**config.mk**
```make
export PLATFORM = sky130hd
export DESIGN_NAME = box_edge_snap
export DESIGN_NICKNAME = d
export VERILOG_FILES = /design/src/hw/rtl/bes_pkg.sv /design/src/hw/rtl/bes_slot.sv /design/src/hw/rtl/box_edge_snap.sv
export SDC_FILE = /design/constraint.sdc
export NUM_CORES = 2
export LEC_CHECK = 0
export ABC_CLOCK_PERIOD_IN_PS = 32500
export BUFFER_PORTS_ARGS = -buffer_cell sky130_fd_sc_hd__buf_2
export CAP_MARGIN = 20
export CORE_MARGIN = 8
export CORE_UTILIZATION = 45
export DETAILED_ROUTE_END_ITERATION = 16
export PLACE_DENSITY = 0.73
export SYNTH_ARGS = -nofsm -noshare
export SYNTH_HDL_FRONTEND = slang
export SYNTH_SLANG_ARGS = --single-unit
```
**constraint.sdc**
```tcl
create_clock -name clk_i -period 32.5 [get_ports clk_i]
set_input_delay 4.875 -clock clk_i [delete_from_list [all_inputs] [get_ports clk_i]]
set_output_delay 4.875 -clock clk_i [all_outputs]
set_load 0.005 [all_outputs]
```
**src/hw/rtl/bes_pkg.sv**
```systemverilog
// Shared types, codes and constants for the box edge snap block.
package bes_pkg;

  localparam int THR_WIDTH  = 12;
  localparam int MASK_WIDTH = 4;
  localparam int IDX_WIDTH  = 3;
  localparam int NUM_SLOTS  = 4;

  localparam int OFS_LEFT   = 0;
  localparam int OFS_RIGHT  = 1;
  localparam int OFS_TOP    = 2;
  localparam int OFS_BOTTOM = 3;

  localparam int EDGE_BIT_LEFT   = 0;
  localparam int EDGE_BIT_RIGHT  = 1;
  localparam int EDGE_BIT_TOP    = 2;
  localparam int EDGE_BIT_BOTTOM = 3;

  localparam logic [MASK_WIDTH-1:0] EDGE_ALL   = 4'hF;
  localparam logic [THR_WIDTH-1:0]  THR_OFF    = '0;

  typedef enum logic [IDX_WIDTH-1:0] {
    REG_FREE_LEFT   = 3'd0,
    REG_FREE_TOP    = 3'd1,
    REG_FREE_RIGHT  = 3'd2,
    REG_FREE_BOTTOM = 3'd3,
    REG_THRESHOLD   = 3'd4,
    REG_EDGE_MASK   = 3'd5
  } cfg_reg_e;

  typedef enum logic {
    REQ_START    = 1'b0,
    REQ_NEIGHBOR = 1'b1
  } req_type_e;

  typedef struct packed {
    logic clear;
    logic en_own;
    logic en_other;
  } offer_ctl_t;

  function automatic int calc_dw(int cw, int ow);
    int m;
    m = cw + 2;
    if (THR_WIDTH + 2 > m) m = THR_WIDTH + 2;
    if (ow + 2 > m) m = ow + 2;
    return m + 1;
  endfunction

endpackage

```
**src/hw/rtl/bes_slot.sv**
```systemverilog
// One snap slot: keeps the closest offset for one edge and folds in new offers.
module bes_slot #(
  parameter int COORD_WIDTH  = 16,
  parameter int OFFSET_WIDTH = 13
) (
  input  logic                                clk_i,
  input  logic                                rst_ni,
  input  logic                                update_i,
  input  bes_pkg::offer_ctl_t                 ctl_i,
  input  logic [bes_pkg::THR_WIDTH-1:0]       thr_i,
  input  logic signed [COORD_WIDTH-1:0]       fix_i,
  input  logic signed [COORD_WIDTH-1:0]       own_i,
  input  logic signed [COORD_WIDTH-1:0]       other_i,
  output logic                                found_o,
  output logic signed [OFFSET_WIDTH-1:0]      best_o
);

  localparam int DW = bes_pkg::calc_dw(COORD_WIDTH, OFFSET_WIDTH);

  logic                           found_q, found_d;
  logic signed [OFFSET_WIDTH-1:0] best_q, best_d;
  logic signed [DW-1:0]           off_own, off_other;
  logic                           f0, f1, t1, t2;
  logic signed [OFFSET_WIDTH-1:0] b1;

  function automatic logic take(logic found, logic signed [DW-1:0] off,
                                logic signed [OFFSET_WIDTH-1:0] best,
                                logic [bes_pkg::THR_WIDTH-1:0] thr);
    logic signed [DW-1:0] bx;
    logic [DW-1:0]        m_off, m_best;
    bx     = DW'(best);
    m_off  = off[DW-1] ? -off : off;
    m_best = bx[DW-1] ? -bx : bx;
    return (m_off <= DW'(thr)) && (!found || (m_off < m_best));
  endfunction

  assign off_own   = DW'(own_i) - DW'(fix_i);
  assign off_other = DW'(other_i) - DW'(fix_i);

  always_comb begin
    f0      = ctl_i.clear ? 1'b0 : found_q;
    t1      = ctl_i.en_own && take(f0, off_own, best_q, thr_i);
    f1      = f0 | t1;
    b1      = t1 ? off_own[OFFSET_WIDTH-1:0] : best_q;
    t2      = ctl_i.en_other && take(f1, off_other, b1, thr_i);
    found_d = f1 | t2;
    best_d  = t2 ? off_other[OFFSET_WIDTH-1:0] : b1;
  end

  always_ff @(posedge clk_i or negedge rst_ni) begin
    if (!rst_ni) begin
      found_q <= 1'b0;
    end else if (update_i) begin
      found_q <= found_d;
    end
  end

  always_ff @(posedge clk_i) begin
    if (update_i) begin
      best_q <= best_d;
    end
  end

  assign found_o = found_d;
  assign best_o  = best_d;

endmodule

```
**src/hw/rtl/box_edge_snap.sv**
```systemverilog
// Top level of the box edge snap block: registers, offer control and result stage.
// A beat waits in the input register while the four snap slots fold its edges into their kept
// offsets, and the snapped box lands in the output register as the beat advances, so a new beat
// can enter every cycle as long as results are taken. A beat passes the input register, then the
// output register, and can be held in either by a stall. Slot state is updated as the beat moves
// to the output register, so every result reflects all beats accepted before it.
module box_edge_snap #(
  parameter int COORD_WIDTH  = 16,
  parameter int OFFSET_WIDTH = 13,
  localparam int CFG_WIDTH   = (COORD_WIDTH > bes_pkg::THR_WIDTH) ?
                               COORD_WIDTH : bes_pkg::THR_WIDTH
) (
  input  logic                              clk_i,
  input  logic                              rst_ni,
  input  logic                              cfg_valid_i,
  output logic                              cfg_ready_o,
  input  logic [bes_pkg::IDX_WIDTH-1:0]     cfg_index_i,
  input  logic [CFG_WIDTH-1:0]              cfg_data_i,
  input  logic                              in_valid_i,
  output logic                              in_ready_o,
  input  logic                              req_type_i,
  input  logic signed [COORD_WIDTH-1:0]     box_left_i,
  input  logic signed [COORD_WIDTH-1:0]     box_top_i,
  input  logic signed [COORD_WIDTH-1:0]     box_right_i,
  input  logic signed [COORD_WIDTH-1:0]     box_bottom_i,
  output logic                              out_valid_o,
  input  logic                              out_ready_i,
  output logic signed [COORD_WIDTH-1:0]     snap_left_o,
  output logic signed [COORD_WIDTH-1:0]     snap_top_o,
  output logic signed [COORD_WIDTH-1:0]     snap_right_o,
  output logic signed [COORD_WIDTH-1:0]     snap_bottom_o
);

  localparam int DW = bes_pkg::calc_dw(COORD_WIDTH, OFFSET_WIDTH);
  localparam logic signed [DW-1:0] CMAX = {{(DW-COORD_WIDTH+1){1'b0}}, {(COORD_WIDTH-1){1'b1}}};
  localparam logic signed [DW-1:0] CMIN = ~CMAX;

  logic signed [COORD_WIDTH-1:0]       free_left_q, free_top_q, free_right_q, free_bottom_q;
  logic [bes_pkg::THR_WIDTH-1:0]       thr_q;
  logic [bes_pkg::MASK_WIDTH-1:0]      edge_mask_q;

  logic                                s1_valid_q;
  logic                                req_q;
  logic signed [COORD_WIDTH-1:0]       box_left_q, box_top_q, box_right_q, box_bottom_q;
  logic                                advance;

  logic                                out_valid_q;
  logic signed [COORD_WIDTH-1:0]       snap_left_q, snap_top_q, snap_right_q, snap_bottom_q;
  logic signed [COORD_WIDTH-1:0]       snap_left_d, snap_top_d, snap_right_d, snap_bottom_d;

  logic                                near_v, near_h, is_start;
  logic signed [COORD_WIDTH-1:0]       slot_fix   [bes_pkg::NUM_SLOTS];
  logic signed [COORD_WIDTH-1:0]       slot_own   [bes_pkg::NUM_SLOTS];
  logic signed [COORD_WIDTH-1:0]       slot_other [bes_pkg::NUM_SLOTS];
  bes_pkg::offer_ctl_t                 slot_ctl   [bes_pkg::NUM_SLOTS];
  logic                                slot_found [bes_pkg::NUM_SLOTS];
  logic signed [OFFSET_WIDTH-1:0]      slot_best  [bes_pkg::NUM_SLOTS];

  logic signed [DW-1:0]                dx, dy, g;

  function automatic logic [DW-1:0] magw(logic signed [DW-1:0] v);
    return v[DW-1] ? -v : v;
  endfunction

  function automatic logic signed [DW-1:0] choose(logic f_lo, logic signed [OFFSET_WIDTH-1:0] b_lo,
                                                  logic f_hi,
                                                  logic signed [OFFSET_WIDTH-1:0] b_hi);
    logic signed [DW-1:0] lo, hi;
    lo = DW'(b_lo);
    hi = DW'(b_hi);
    if (f_lo && f_hi) return (magw(hi) < magw(lo)) ? hi : lo;
    if (f_lo) return lo;
    if (f_hi) return hi;
    return '0;
  endfunction

  function automatic logic signed [COORD_WIDTH-1:0] sat(logic signed [DW-1:0] v);
    if (v > CMAX) return CMAX[COORD_WIDTH-1:0];
    if (v < CMIN) return CMIN[COORD_WIDTH-1:0];
    return v[COORD_WIDTH-1:0];
  endfunction

  // Configuration registers
  assign cfg_ready_o = 1'b1;

  always_ff @(posedge clk_i or negedge rst_ni) begin
    if (!rst_ni) begin
      free_left_q   <= '0;
      free_top_q    <= '0;
      free_right_q  <= '0;
      free_bottom_q <= '0;
      thr_q         <= '0;
      edge_mask_q   <= bes_pkg::EDGE_ALL;
    end else if (cfg_valid_i && cfg_ready_o) begin
      unique case (cfg_index_i)
        bes_pkg::REG_FREE_LEFT:   free_left_q   <= cfg_data_i[COORD_WIDTH-1:0];
        bes_pkg::REG_FREE_TOP:    free_top_q    <= cfg_data_i[COORD_WIDTH-1:0];
        bes_pkg::REG_FREE_RIGHT:  free_right_q  <= cfg_data_i[COORD_WIDTH-1:0];
        bes_pkg::REG_FREE_BOTTOM: free_bottom_q <= cfg_data_i[COORD_WIDTH-1:0];
        bes_pkg::REG_THRESHOLD:   thr_q         <= cfg_data_i[bes_pkg::THR_WIDTH-1:0];
        bes_pkg::REG_EDGE_MASK:   edge_mask_q   <= cfg_data_i[bes_pkg::MASK_WIDTH-1:0];
        default: ;
      endcase
    end
  end

  // Input register and handshake
  assign advance    = s1_valid_q && (!out_valid_q || out_ready_i);
  assign in_ready_o = !s1_valid_q || advance;

  always_ff @(posedge clk_i or negedge rst_ni) begin
    if (!rst_ni) begin
      s1_valid_q <= 1'b0;
    end else if (in_ready_o) begin
      s1_valid_q <= in_valid_i;
    end
  end

  always_ff @(posedge clk_i) begin
    if (in_valid_i && in_ready_o) begin
      req_q        <= req_type_i;
      box_left_q   <= box_left_i;
      box_top_q    <= box_top_i;
      box_right_q  <= box_right_i;
      box_bottom_q <= box_bottom_i;
    end
  end

  // Offer control
  assign g        = DW'(thr_q);
  assign is_start = (req_q == bes_pkg::REQ_START);
  assign near_v   = (DW'(box_top_q) <= DW'(free_bottom_q) + g) &&
                    (DW'(free_top_q) <= DW'(box_bottom_q) + g);
  assign near_h   = (DW'(box_left_q) <= DW'(free_right_q) + g) &&
                    (DW'(free_left_q) <= DW'(box_right_q) + g);

  always_comb begin
    slot_fix[bes_pkg::OFS_LEFT]     = free_left_q;
    slot_own[bes_pkg::OFS_LEFT]     = box_left_q;
    slot_other[bes_pkg::OFS_LEFT]   = box_right_q;
    slot_fix[bes_pkg::OFS_RIGHT]    = free_right_q;
    slot_own[bes_pkg::OFS_RIGHT]    = box_right_q;
    slot_other[bes_pkg::OFS_RIGHT]  = box_left_q;
    slot_fix[bes_pkg::OFS_TOP]      = free_top_q;
    slot_own[bes_pkg::OFS_TOP]      = box_top_q;
    slot_other[bes_pkg::OFS_TOP]    = box_bottom_q;
    slot_fix[bes_pkg::OFS_BOTTOM]   = free_bottom_q;
    slot_own[bes_pkg::OFS_BOTTOM]   = box_bottom_q;
    slot_other[bes_pkg::OFS_BOTTOM] = box_top_q;
    for (int s = 0; s < bes_pkg::NUM_SLOTS; s++) begin
      slot_ctl[s].clear    = is_start;
      slot_ctl[s].en_own   = is_start ||
                             ((s < bes_pkg::OFS_TOP) ? near_v : near_h);
      slot_ctl[s].en_other = !is_start &&
                             ((s < bes_pkg::OFS_TOP) ? near_v : near_h);
    end
  end

  for (genvar s = 0; s < bes_pkg::NUM_SLOTS; s++) begin : g_slot
    bes_slot #(
      .COORD_WIDTH (COORD_WIDTH),
      .OFFSET_WIDTH(OFFSET_WIDTH)
    ) u_slot (
      .clk_i   (clk_i),
      .rst_ni  (rst_ni),
      .update_i(advance),
      .ctl_i   (slot_ctl[s]),
      .thr_i   (thr_q),
      .fix_i   (slot_fix[s]),
      .own_i   (slot_own[s]),
      .other_i (slot_other[s]),
      .found_o (slot_found[s]),
      .best_o  (slot_best[s])
    );
  end

  // Snapped box
  always_comb begin
    dx = choose(slot_found[bes_pkg::OFS_LEFT], slot_best[bes_pkg::OFS_LEFT],
                slot_found[bes_pkg::OFS_RIGHT], slot_best[bes_pkg::OFS_RIGHT]);
    dy = choose(slot_found[bes_pkg::OFS_TOP], slot_best[bes_pkg::OFS_TOP],
                slot_found[bes_pkg::OFS_BOTTOM], slot_best[bes_pkg::OFS_BOTTOM]);
    snap_left_d   = free_left_q;
    snap_top_d    = free_top_q;
    snap_right_d  = free_right_q;
    snap_bottom_d = free_bottom_q;
    if (thr_q != bes_pkg::THR_OFF) begin
      if (edge_mask_q == bes_pkg::EDGE_ALL) begin
        snap_left_d   = sat(DW'(free_left_q) + dx);
        snap_right_d  = sat(DW'(free_right_q) + dx);
        snap_top_d    = sat(DW'(free_top_q) + dy);
        snap_bottom_d = sat(DW'(free_bottom_q) + dy);
      end else begin
        if (edge_mask_q[bes_pkg::EDGE_BIT_LEFT] && slot_found[bes_pkg::OFS_LEFT]) begin
          snap_left_d = sat(DW'(free_left_q) + DW'(slot_best[bes_pkg::OFS_LEFT]));
        end
        if (edge_mask_q[bes_pkg::EDGE_BIT_RIGHT] && slot_found[bes_pkg::OFS_RIGHT]) begin
          snap_right_d = sat(DW'(free_right_q) + DW'(slot_best[bes_pkg::OFS_RIGHT]));
        end
        if (edge_mask_q[bes_pkg::EDGE_BIT_TOP] && slot_found[bes_pkg::OFS_TOP]) begin
          snap_top_d = sat(DW'(free_top_q) + DW'(slot_best[bes_pkg::OFS_TOP]));
        end
        if (edge_mask_q[bes_pkg::EDGE_BIT_BOTTOM] && slot_found[bes_pkg::OFS_BOTTOM]) begin
          snap_bottom_d = sat(DW'(free_bottom_q) + DW'(slot_best[bes_pkg::OFS_BOTTOM]));
        end
      end
    end
  end

  // Output register
  always_ff @(posedge clk_i or negedge rst_ni) begin
    if (!rst_ni) begin
      out_valid_q <= 1'b0;
    end else if (advance) begin
      out_valid_q <= 1'b1;
    end else if (out_ready_i) begin
      out_valid_q <= 1'b0;
    end
  end

  always_ff @(posedge clk_i) begin
    if (advance) begin
      snap_left_q   <= snap_left_d;
      snap_top_q    <= snap_top_d;
      snap_right_q  <= snap_right_d;
      snap_bottom_q <= snap_bottom_d;
    end
  end

  assign out_valid_o   = out_valid_q;
  assign snap_left_o   = snap_left_q;
  assign snap_top_o    = snap_top_q;
  assign snap_right_o  = snap_right_q;
  assign snap_bottom_o = snap_bottom_q;

  a_advance_fills_out: assert property (@(posedge clk_i) disable iff (!rst_ni)
    advance |=> out_valid_o)
    else $error("beat left input register without reaching output register");

  a_stall_reason: assert property (@(posedge clk_i) disable iff (!rst_ni)
    !in_ready_o |-> (s1_valid_q && out_valid_q && !out_ready_i))
    else $error("input stalled without a full pipeline");

  a_no_snap_passthru: assert property (@(posedge clk_i) disable iff (!rst_ni)
    (advance && ((thr_q == bes_pkg::THR_OFF) || (edge_mask_q == '0))) |=>
      (snap_left_o == $past(free_left_q)) && (snap_top_o == $past(free_top_q)) &&
      (snap_right_o == $past(free_right_q)) && (snap_bottom_o == $past(free_bottom_q)))
    else $error("box moved with snapping disabled");

  a_move_keeps_size: assert property (@(posedge clk_i) disable iff (!rst_ni)
    (advance && (edge_mask_q == bes_pkg::EDGE_ALL) && (dx == '0) && (dy == '0)) |=>
      (snap_left_o == $past(free_left_q)) && (snap_top_o == $past(free_top_q)))
    else $error("move mode shifted box with zero offsets");

endmodule

```
[Word-level counts from Yosys, hierarchy flattened]
Index checks and enable logic that the tools add are counted.
Word-level totals
  flip-flop bits (word level): 267
  output and inout bits: 67
  logic and storage cells: 345
Operators by class
  add/subtract/negate cells: 40
  $lt $le $gt $ge: 38
  eq/ne operators: 6
  mux-type cells: 168
  bitwise logic cells: 9
  reduce and logical (&&, ||, !) cells: 59
Operators by type and width (count)
  16-bit 2-to-1 mux: 44
  19-bit 2-to-1 mux: 34
  13-bit negator with 19-bit output: 12
  19-bit < comparator: 10
  19-bit by 12-bit <= comparator with 1-bit output: 8
  19-bit negator: 8
  16-bit by 13-bit adder with 17-bit output: 8
  16-bit by 16-bit subtractor with 17-bit output: 8
  13-bit 2-to-1 mux: 8
  1-bit 2-to-1 mux: 82
  16-bit by 19-bit adder with 19-bit output: 4
  19-bit by 16-bit > comparator with 1-bit output (second input constant): 4
  19-bit by 16-bit < comparator with 1-bit output (second input constant): 4
  17-bit by 16-bit > comparator with 1-bit output (second input constant): 4
  16-bit by 17-bit <= comparator with 1-bit output: 4
  17-bit by 16-bit < comparator with 1-bit output (second input constant): 4
  1-bit logical AND: 28
  1-bit logical OR: 12
  2-bit AND reduction: 6
  12-bit nonzero test: 1
  1-bit zero test: 10
  1-bit bitwise OR: 8
  3-bit by 2-bit == test with 1-bit output (second input constant): 2
  3-bit == test (second input constant): 2
  other kinds (5): 5

[Depth between registers and ports, before layout]
  depth in word-level cells: 37
  mapped depth: 87

[Cells and area by module]
A second synthesis with hierarchy kept.
Second synthesis, totals
  cell total of the unflattened synthesis: 5032
  area, all modules: 42379.4 um^2
By module, submodules not included
  box_edge_snap: times used 1, cells each 2112, area an instance 20041.7 um^2, seq. area each 5930.7 um^2
  bes_slot at g_slot[1].u_slot ...: times used 2, cells each 775, area an instance 5824.3 um^2, seq. area each 415.4 um^2
  bes_slot at g_slot[3].u_slot: times used 1, cells each 695, area an instance 5400.2 um^2, seq. area each 415.4 um^2
  bes_slot at g_slot[0].u_slot: times used 1, cells each 675, area an instance 5288.8 um^2, seq. area each 415.4 um^2

[Least setup slack after synthesis]
Ideal clock, no wire load.
  kind: reg-to-reg
  start: register free_bottom_q[0]
  end: register snap_bottom_q[11] (netlist: snap_bottom_o[11]), data pin
  setup time: 256 ps
  arrival time: 15749 ps
  setup slack: 16494 ps
  cell stages (with the launch flop): 77
  buffers on the path: 6
  period minus slack after synthesis: 16006 ps
  cells stage by stage: dfrtp_1 -> ha_1 -> fa_1 -> nand2b_1 -> a21oi_1 -> o211ai_2 -> nor4b_1 -> or4b_4 -> nor4_2 -> nand2_1 -> or3_1 -> inv_1 -> ha_1 -> a21o_1 -> a211o_1 -> a211o_1 -> a41o_1 -> a221oi_1 -> [... 41 more ...] -> o22ai_1 -> ha_1 -> fa_1 -> a21o_1 -> a21oi_1 -> o21bai_1 -> a21oi_1 -> o21bai_1 -> a21oi_1 -> o211ai_1 -> nand2_1 -> o21ai_0 -> or4b_2 -> and3_1 -> nor2_1 -> clkbuf_1 -> a22oi_1 -> o22a_1
Between the ends
  longest elaborated chain between the ends: 35
  elaborated cells on any way between the ends: 70
  those cells by class: 8 x add/sub; 9 x order compare; 42 x mux; 2 x bitwise; 9 x reduce/logical
Ends and longest elaborated chain
  start, declared: line box_edge_snap.sv:38  | logic signed [COORD_WIDTH-1:0] free_left_q, free_top_q, free_right_q, free_bottom_q;
  start signal, assigned: line box_edge_snap.sv:99  | bes_pkg::REG_FREE_BOTTOM: free_bottom_q <= cfg_data_i[COORD_WIDTH-1:0];
  16-bit by 16-bit subtractor with 17-bit output: line bes_slot.sv:37  | assign off_own = DW'(own_i) - DW'(fix_i);
  19-bit negator: line bes_slot.sv:32  | m_off = off[DW-1] ? -off : off;
  19-bit 2-to-1 mux: line bes_slot.sv:32
  19-bit < comparator: line bes_slot.sv:34  | return (m_off <= DW'(thr)) && (!found || (m_off < m_best));
  1-bit logical OR: line bes_slot.sv:34
  1-bit logical AND: line bes_slot.sv:34
  1-bit logical AND: line bes_slot.sv:42  | t1 = ctl_i.en_own && take(f0, off_own, best_q, thr_i);
  13-bit 2-to-1 mux: line bes_slot.sv:44  | b1 = t1 ? off_own[OFFSET_WIDTH-1:0] : best_q;
  [... 19 more ...]
  1-bit 2-to-1 mux (2 in series): line box_edge_snap.sv:79  | if (v < CMIN) return CMIN[COORD_WIDTH-1:0];
  1-bit 2-to-1 mux: line box_edge_snap.sv:188  | if (edge_mask_q == bes_pkg::EDGE_ALL) begin
  1-bit 2-to-1 mux: line box_edge_snap.sv:187  | if (thr_q != bes_pkg::THR_OFF) begin
  16-bit 2-to-1 mux: line box_edge_snap.sv:80  | return v[COORD_WIDTH-1:0];
  16-bit 2-to-1 mux: line box_edge_snap.sv:79
  16-bit 2-to-1 mux *: line box_edge_snap.sv:188
  16-bit 2-to-1 mux *: line box_edge_snap.sv:187
  named net snap_bottom_d[11]: line box_edge_snap.sv:49  | logic signed [COORD_WIDTH-1:0] snap_left_d, snap_top_d, snap_right_d, snap_bottom_d;
  end signal, assigned: line box_edge_snap.sv:226  | snap_bottom_q <= snap_bottom_d;
  end, declared: line box_edge_snap.sv:48  | logic signed [COORD_WIDTH-1:0] snap_left_q, snap_top_q, snap_right_q, snap_bottom_q;
Mark *: on every way through the listed nets, which the timed path passes. The rest lies on a longest branch. The select of a mux whose other input is x is not followed.
A chain may end at the register's enable or synchronous reset.

[Worst setup path in the final report]
  start: register thr_q[1] (netlist name)
  end: register snap_left_q[14] (netlist: snap_left_o[14]), data pin
Between the ends
  longest elaborated chain between the ends: 33
  elaborated cells on any way between the ends: 89
  those cells by class: 8 x add/sub; 13 x order compare; 46 x mux; 4 x bitwise; 18 x reduce/logical
Ends and longest elaborated chain
  start, declared: line box_edge_snap.sv:39  | logic [bes_pkg::THR_WIDTH-1:0] thr_q;
  start signal, assigned: line box_edge_snap.sv:100  | bes_pkg::REG_THRESHOLD: thr_q <= cfg_data_i[bes_pkg::THR_WIDTH-1:0];
  16-bit by 13-bit adder with 17-bit output, on equally long branches: line box_edge_snap.sv:132, box_edge_snap.sv:133
  16-bit by 17-bit <= comparator with 1-bit output, on equally long branches: line box_edge_snap.sv:132, box_edge_snap.sv:133
  1-bit logical AND: line box_edge_snap.sv:132  | assign near_v = (DW'(box_top_q) <= DW'(free_bottom_q) + g) &&
  1-bit logical OR: line box_edge_snap.sv:152  | slot_ctl[s].en_own = is_start ||
  1-bit logical AND: line bes_slot.sv:42
  13-bit 2-to-1 mux: line bes_slot.sv:44
  13-bit negator with 19-bit output: line bes_slot.sv:33  | m_best = bx[DW-1] ? -bx : bx;
  19-bit 2-to-1 mux: line bes_slot.sv:33
  [... 17 more ...]
  1-bit 2-to-1 mux (2 in series): line box_edge_snap.sv:79
  1-bit 2-to-1 mux: line box_edge_snap.sv:188
  1-bit 2-to-1 mux: line box_edge_snap.sv:187
  16-bit 2-to-1 mux: line box_edge_snap.sv:80
  16-bit 2-to-1 mux: line box_edge_snap.sv:79
  16-bit 2-to-1 mux: line box_edge_snap.sv:188
  16-bit 2-to-1 mux *: line box_edge_snap.sv:187
  named net snap_left_d[14]: line box_edge_snap.sv:49
  end signal, assigned: line box_edge_snap.sv:223  | snap_left_q <= snap_left_d;
  end, declared: line box_edge_snap.sv:48
Marked as above.

==> summary.log <==
INFO  clocking       post_cts_hold_buffer_count=0
INFO  layout         nNetsFinal=6,002
INFO  timing         hold_viol=0
INFO  timing         setup_viol_count_final=0
INFO  placed_design  dpl_cell_area=44,300um^2
INFO  layout         final_util=49.6%
INFO  timing         max_slew.worst_pin.slew=1.15ns
INFO  setup_path     crit_type=reg -> reg
INFO  routing        via_per_inst=6.29
INFO  clocking       tritoncts.num_buffers=38
INFO  timing         slew_viol_final=0
INFO  setup_path     critPathMostFrequentCell=a21oi_1
INFO  yosys          yosysSeqAreaShare=18.2%
INFO  routing        ant_nets=0
INFO  timing         grt_setup_unrepaired=no
INFO  yosys          ys_seq_elements=267
INFO  floorplan      floorplan.initialDensity=45.4%
INFO  yosys          syn_inst=5,019
INFO  run            max-cap-violations=0
INFO  global_route   gr-total-overflow=0
INFO  clocking       insertion_delay=0.63ns
INFO  clocking       cts_tree=built
INFO  floorplan      number_of_placed_i_o_pins=156
INFO  timing         slew_headroom=21.4%
INFO  floorplan      die_h=320um
INFO  setup_path     r2r_setup_slack=12.80ns
INFO  routing        post_drt_wl_per_cell=25.2um
INFO  setup_path     setup.worst_path.start_class=flip-flop
INFO  min_path       holdPathStages=1
INFO  global_route   grt_first_pass_wirelength=240,000um
INFO  timing         period_share=60.6%
INFO  yosys          synth_area=41,700um^2
INFO  setup_path     worstReg2RegStart=thr_q[1]
INFO  setup_path     rr_endpoint=snap_left_o[14]
INFO  global_route   total_routing_resource_utilization_after_global_routing=30.5%
INFO  power_and_ir_drop power-per-cell-area=86.3nW/um^2
INFO  global_route   initial_antenna_violation_count=3
INFO  placed_design  place.port_buffers=154
INFO  setup_path     crit_path_end_kind=flip-flop
INFO  yosys          postSynth.asyncResetShare=32.2%
INFO  layout         filler_cell_count=8,756
INFO  yosys          synth_area_leaders=ha_1 20%, edfxtp_1 13%, xnor2_1 5.7%
INFO  timing         fin_setup_tns=0ns
INFO  layout         layout-drive-gt1-share=8.61%
INFO  timing         period_minus_slack=19.70ns
INFO  routing        remaining_drc_errors=0
INFO  clocking       cts_resized=0
INFO  placed_design  hpwl=132,000um
INFO  setup_path     reg2reg_depth=72
INFO  min_path       min-delay-path-class=reg -> reg
INFO  setup_path     critical_path.max_stage_delay=1.05ns
INFO  min_path       hold-path-endpoint=out_valid_o
INFO  floorplan      core_area=91,800um^2
INFO  min_path       holdCritStartpoint=s1_valid_q
INFO  yosys          yosys.area.top_type=ha_1
INFO  power_and_ir_drop power.static_leakage=0.0205uW
INFO  clocking       htreeDepth=2
INFO  clocking       cts.reportedPaths.clkPinSlew=0.06ns
INFO  yosys          synth_largest_type_area_fraction=19.9%
INFO  setup_path     worstPathArrival=20.07ns
INFO  yosys          ys.warnings.count=0
INFO  setup_path     timing.critical_path.slowest_stage_cell=mux2i_1
INFO  clocking       cts_setup_buffers=0
INFO  routing        wl_final=164,000um
INFO  placed_design  place_congestion=1.06
INFO  yosys          synth_cell_types=123
INFO  clocking       cts.root.buffer_cell=clkbuf_16
INFO  setup_path     worst_ep_required_time=32.87ns
INFO  floorplan      die_area=103,000um^2
INFO  layout         non_filler_cell_area_final=45,600um^2
INFO  routing        detail_route.iter0.violations=3,999
INFO  floorplan      floorplan.die.width=320um
INFO  power_and_ir_drop worst_ir_drop_vdd=49.9uV
INFO  routing        dr_total_vias=40,900
INFO  yosys          synth_ff_type=edfxtp_1
INFO  floorplan      placementRows=111
INFO  status         status=finished, final reports clean
INFO  clocking       cts-root-to-sink-buffers=3
INFO  layout         flow.area_growth_from_synthesis=9.21%
INFO  yosys          syn_area_per_cell=8.31um^2
INFO  yosys          number_of_enable_type_register_cells_in_the_synthesized_netlist=181
INFO  setup_path     path_max_fanout=28
INFO  global_route   largest_net_degree_at_the_start_of_global_routing=73
INFO  clocking       cts.sinks=267
INFO  timing         clock.fmax=50.8MHz
INFO  global_route   grt_pass1_vias=38,700
INFO  timing         clock_skew=0.0274ns
INFO  routing        drt_pass1_iterations=8
[where the power goes]
part           leakage [uW]  switching (uW)  internal [uW]  total [uW]
Sequential          0.00278             104            441         545
Clock              0.000569             192            228         420
Combinational        0.0171            1790           1170        2970
[cell type report]
class | instances | area (um^2) | area share (%)
Multi-Input combinational cell | 4401 | 32800 | 72.0
Inverter | 304 | 1140 | 2.51
Tap cell | 1243 | 1560 | 3.41
Antenna cell | 4 | 10.0 | 0.0220
Clock buffer | 44 | 973 | 2.14
Sequential cell | 267 | 7590 | 16.7
Clock inverter | 25 | 214 | 0.470
Timing Repair Buffer | 219 | 1280 | 2.81
[Yosys cell counts, drive strengths merged (20+ instances only)]
library cell and instances:
o21a 63, fa 20, mux2i 124, a21oi 378
xnor2 274, o2111ai 22, or3 54, buf 32
xor2 172, o21bai 52, o22ai 39, nand3b 25
a2111oi 20, o22a 46, nand4 75, or2 33
inv 304, clkbuf 92, and2 50, ha 662
edfxtp 181, mux2 59, nand2 414, a31oi 54
a21o 196, a211o 25, a211oi 55, o21ai 291
nand3 88, nor2b 80, nor3 101, o31ai 33
dfrtp 82, a22oi 31, nor2 328, nand2b 65
and3 44, o211ai 32, nor4 36
[kinds of logic after synthesis]
logic type | after synthesis | share of synthesized area (%)
muxes | 183 | 4.72
and+or+nand+nor | 1487 | 18.2
AOI/OAI and AO/OA | 1523 | 24.6
adders and majority gates | 683 | 20.8
DFF | 267 | 18.2
buffers and inverters | 428 | 4.06
other | 2 | 0.0180
xor gates and xnor gates | 446 | 9.38
[through the flow]
step / setup slack (ns) / total power (uW) / hold WS, ns / std cells
2_1_floorplan: 16.49 / 2610 / 0.450 / 5096
3_3_place_gp: 13.13 / 3380 / 0.480 / 6426
3_5_place_dp: 13.11 / 3430 / 0.474 / 6432
4_1_cts: 13.07 / 3870 / 0.494 / 6501
5_1_grt: 11.33 / 4230 / 0.502 / 6503
6_report: 12.80 / 3930 / 0.492 / 6507
[worst max-delay path: cells and delay by family (launching register included)]
| family | cells | cell delay [ns] |
|---|---|---|
| buffers and inverters | 2 | 0.47 |
| muxes | 2 | 1.41 |
| xor gates and xnor gates | 2 | 0.43 |
| and+or+nand+nor | 16 | 4.42 |
| DFF | 1 | 0.73 |
| adders and majority gates | 7 | 2.32 |
| AOI/OAI and AO/OA | 43 | 9.60 |
[layer usage]
layer | GRT usage [%] | part of all wire [%]
met1 | 37.0 | 39
met2 | 48.0 | 43
met3 | 5.50 | 8.4
met4 | 22.8 | 9.2
met5 | 0 | 0.0043
[worst max-delay path by stage]
stage	cells past startpoint	slack (ns)	from	to
global route	79	11.33	thr_q[1]	snap_left_o[14]
finish	72	12.80	thr_q[1]	snap_left_o[14]
CTS	72	13.07	thr_q[1]	snap_left_o[14]
global placement	80	13.13	thr_q[0]	snap_left_o[14]
detailed placement	79	13.11	thr_q[1]	snap_left_o[14]
floorplan	76	16.49	free_bottom_q[0]	snap_bottom_o[11]
[cell usage in the layout (no fill, tap or decap), types with 61 or more instances in the layout]
cell and count:
o21a_1 63, o21ai_0 278, ha_1 662, a21o_1 196, buf_4 61, nor2b_1 80
nand4_1 74, nor2_1 327, buf_2 153, a21oi_1 376, nand3_1 88, nand2b_1 65
nor3_1 98, mux2i_1 115, dfrtp_1 82, nand2_1 414, conb_1 79, xnor2_1 273
xor2_1 172, inv_1 292, edfxtp_1 181
[flip-flops by register name, summed over array words and instances (netlist names)]
signal / cells
box_left_q: 16
out_valid_o: 1
free_right_q: 16
snap_bottom_o: 16
thr_q: 12
s1_valid_q: 1
g_slot.u_slot.found_q: 4
box_right_q: 16
free_left_q: 16
snap_left_o: 16
edge_mask_q: 4
free_bottom_q: 16
snap_right_o: 16
box_bottom_q: 16
free_top_q: 16
req_q: 1
box_top_q: 16
g_slot.u_slot.best_q: 52
snap_top_o: 16
(Power assumes the default switching activity.)
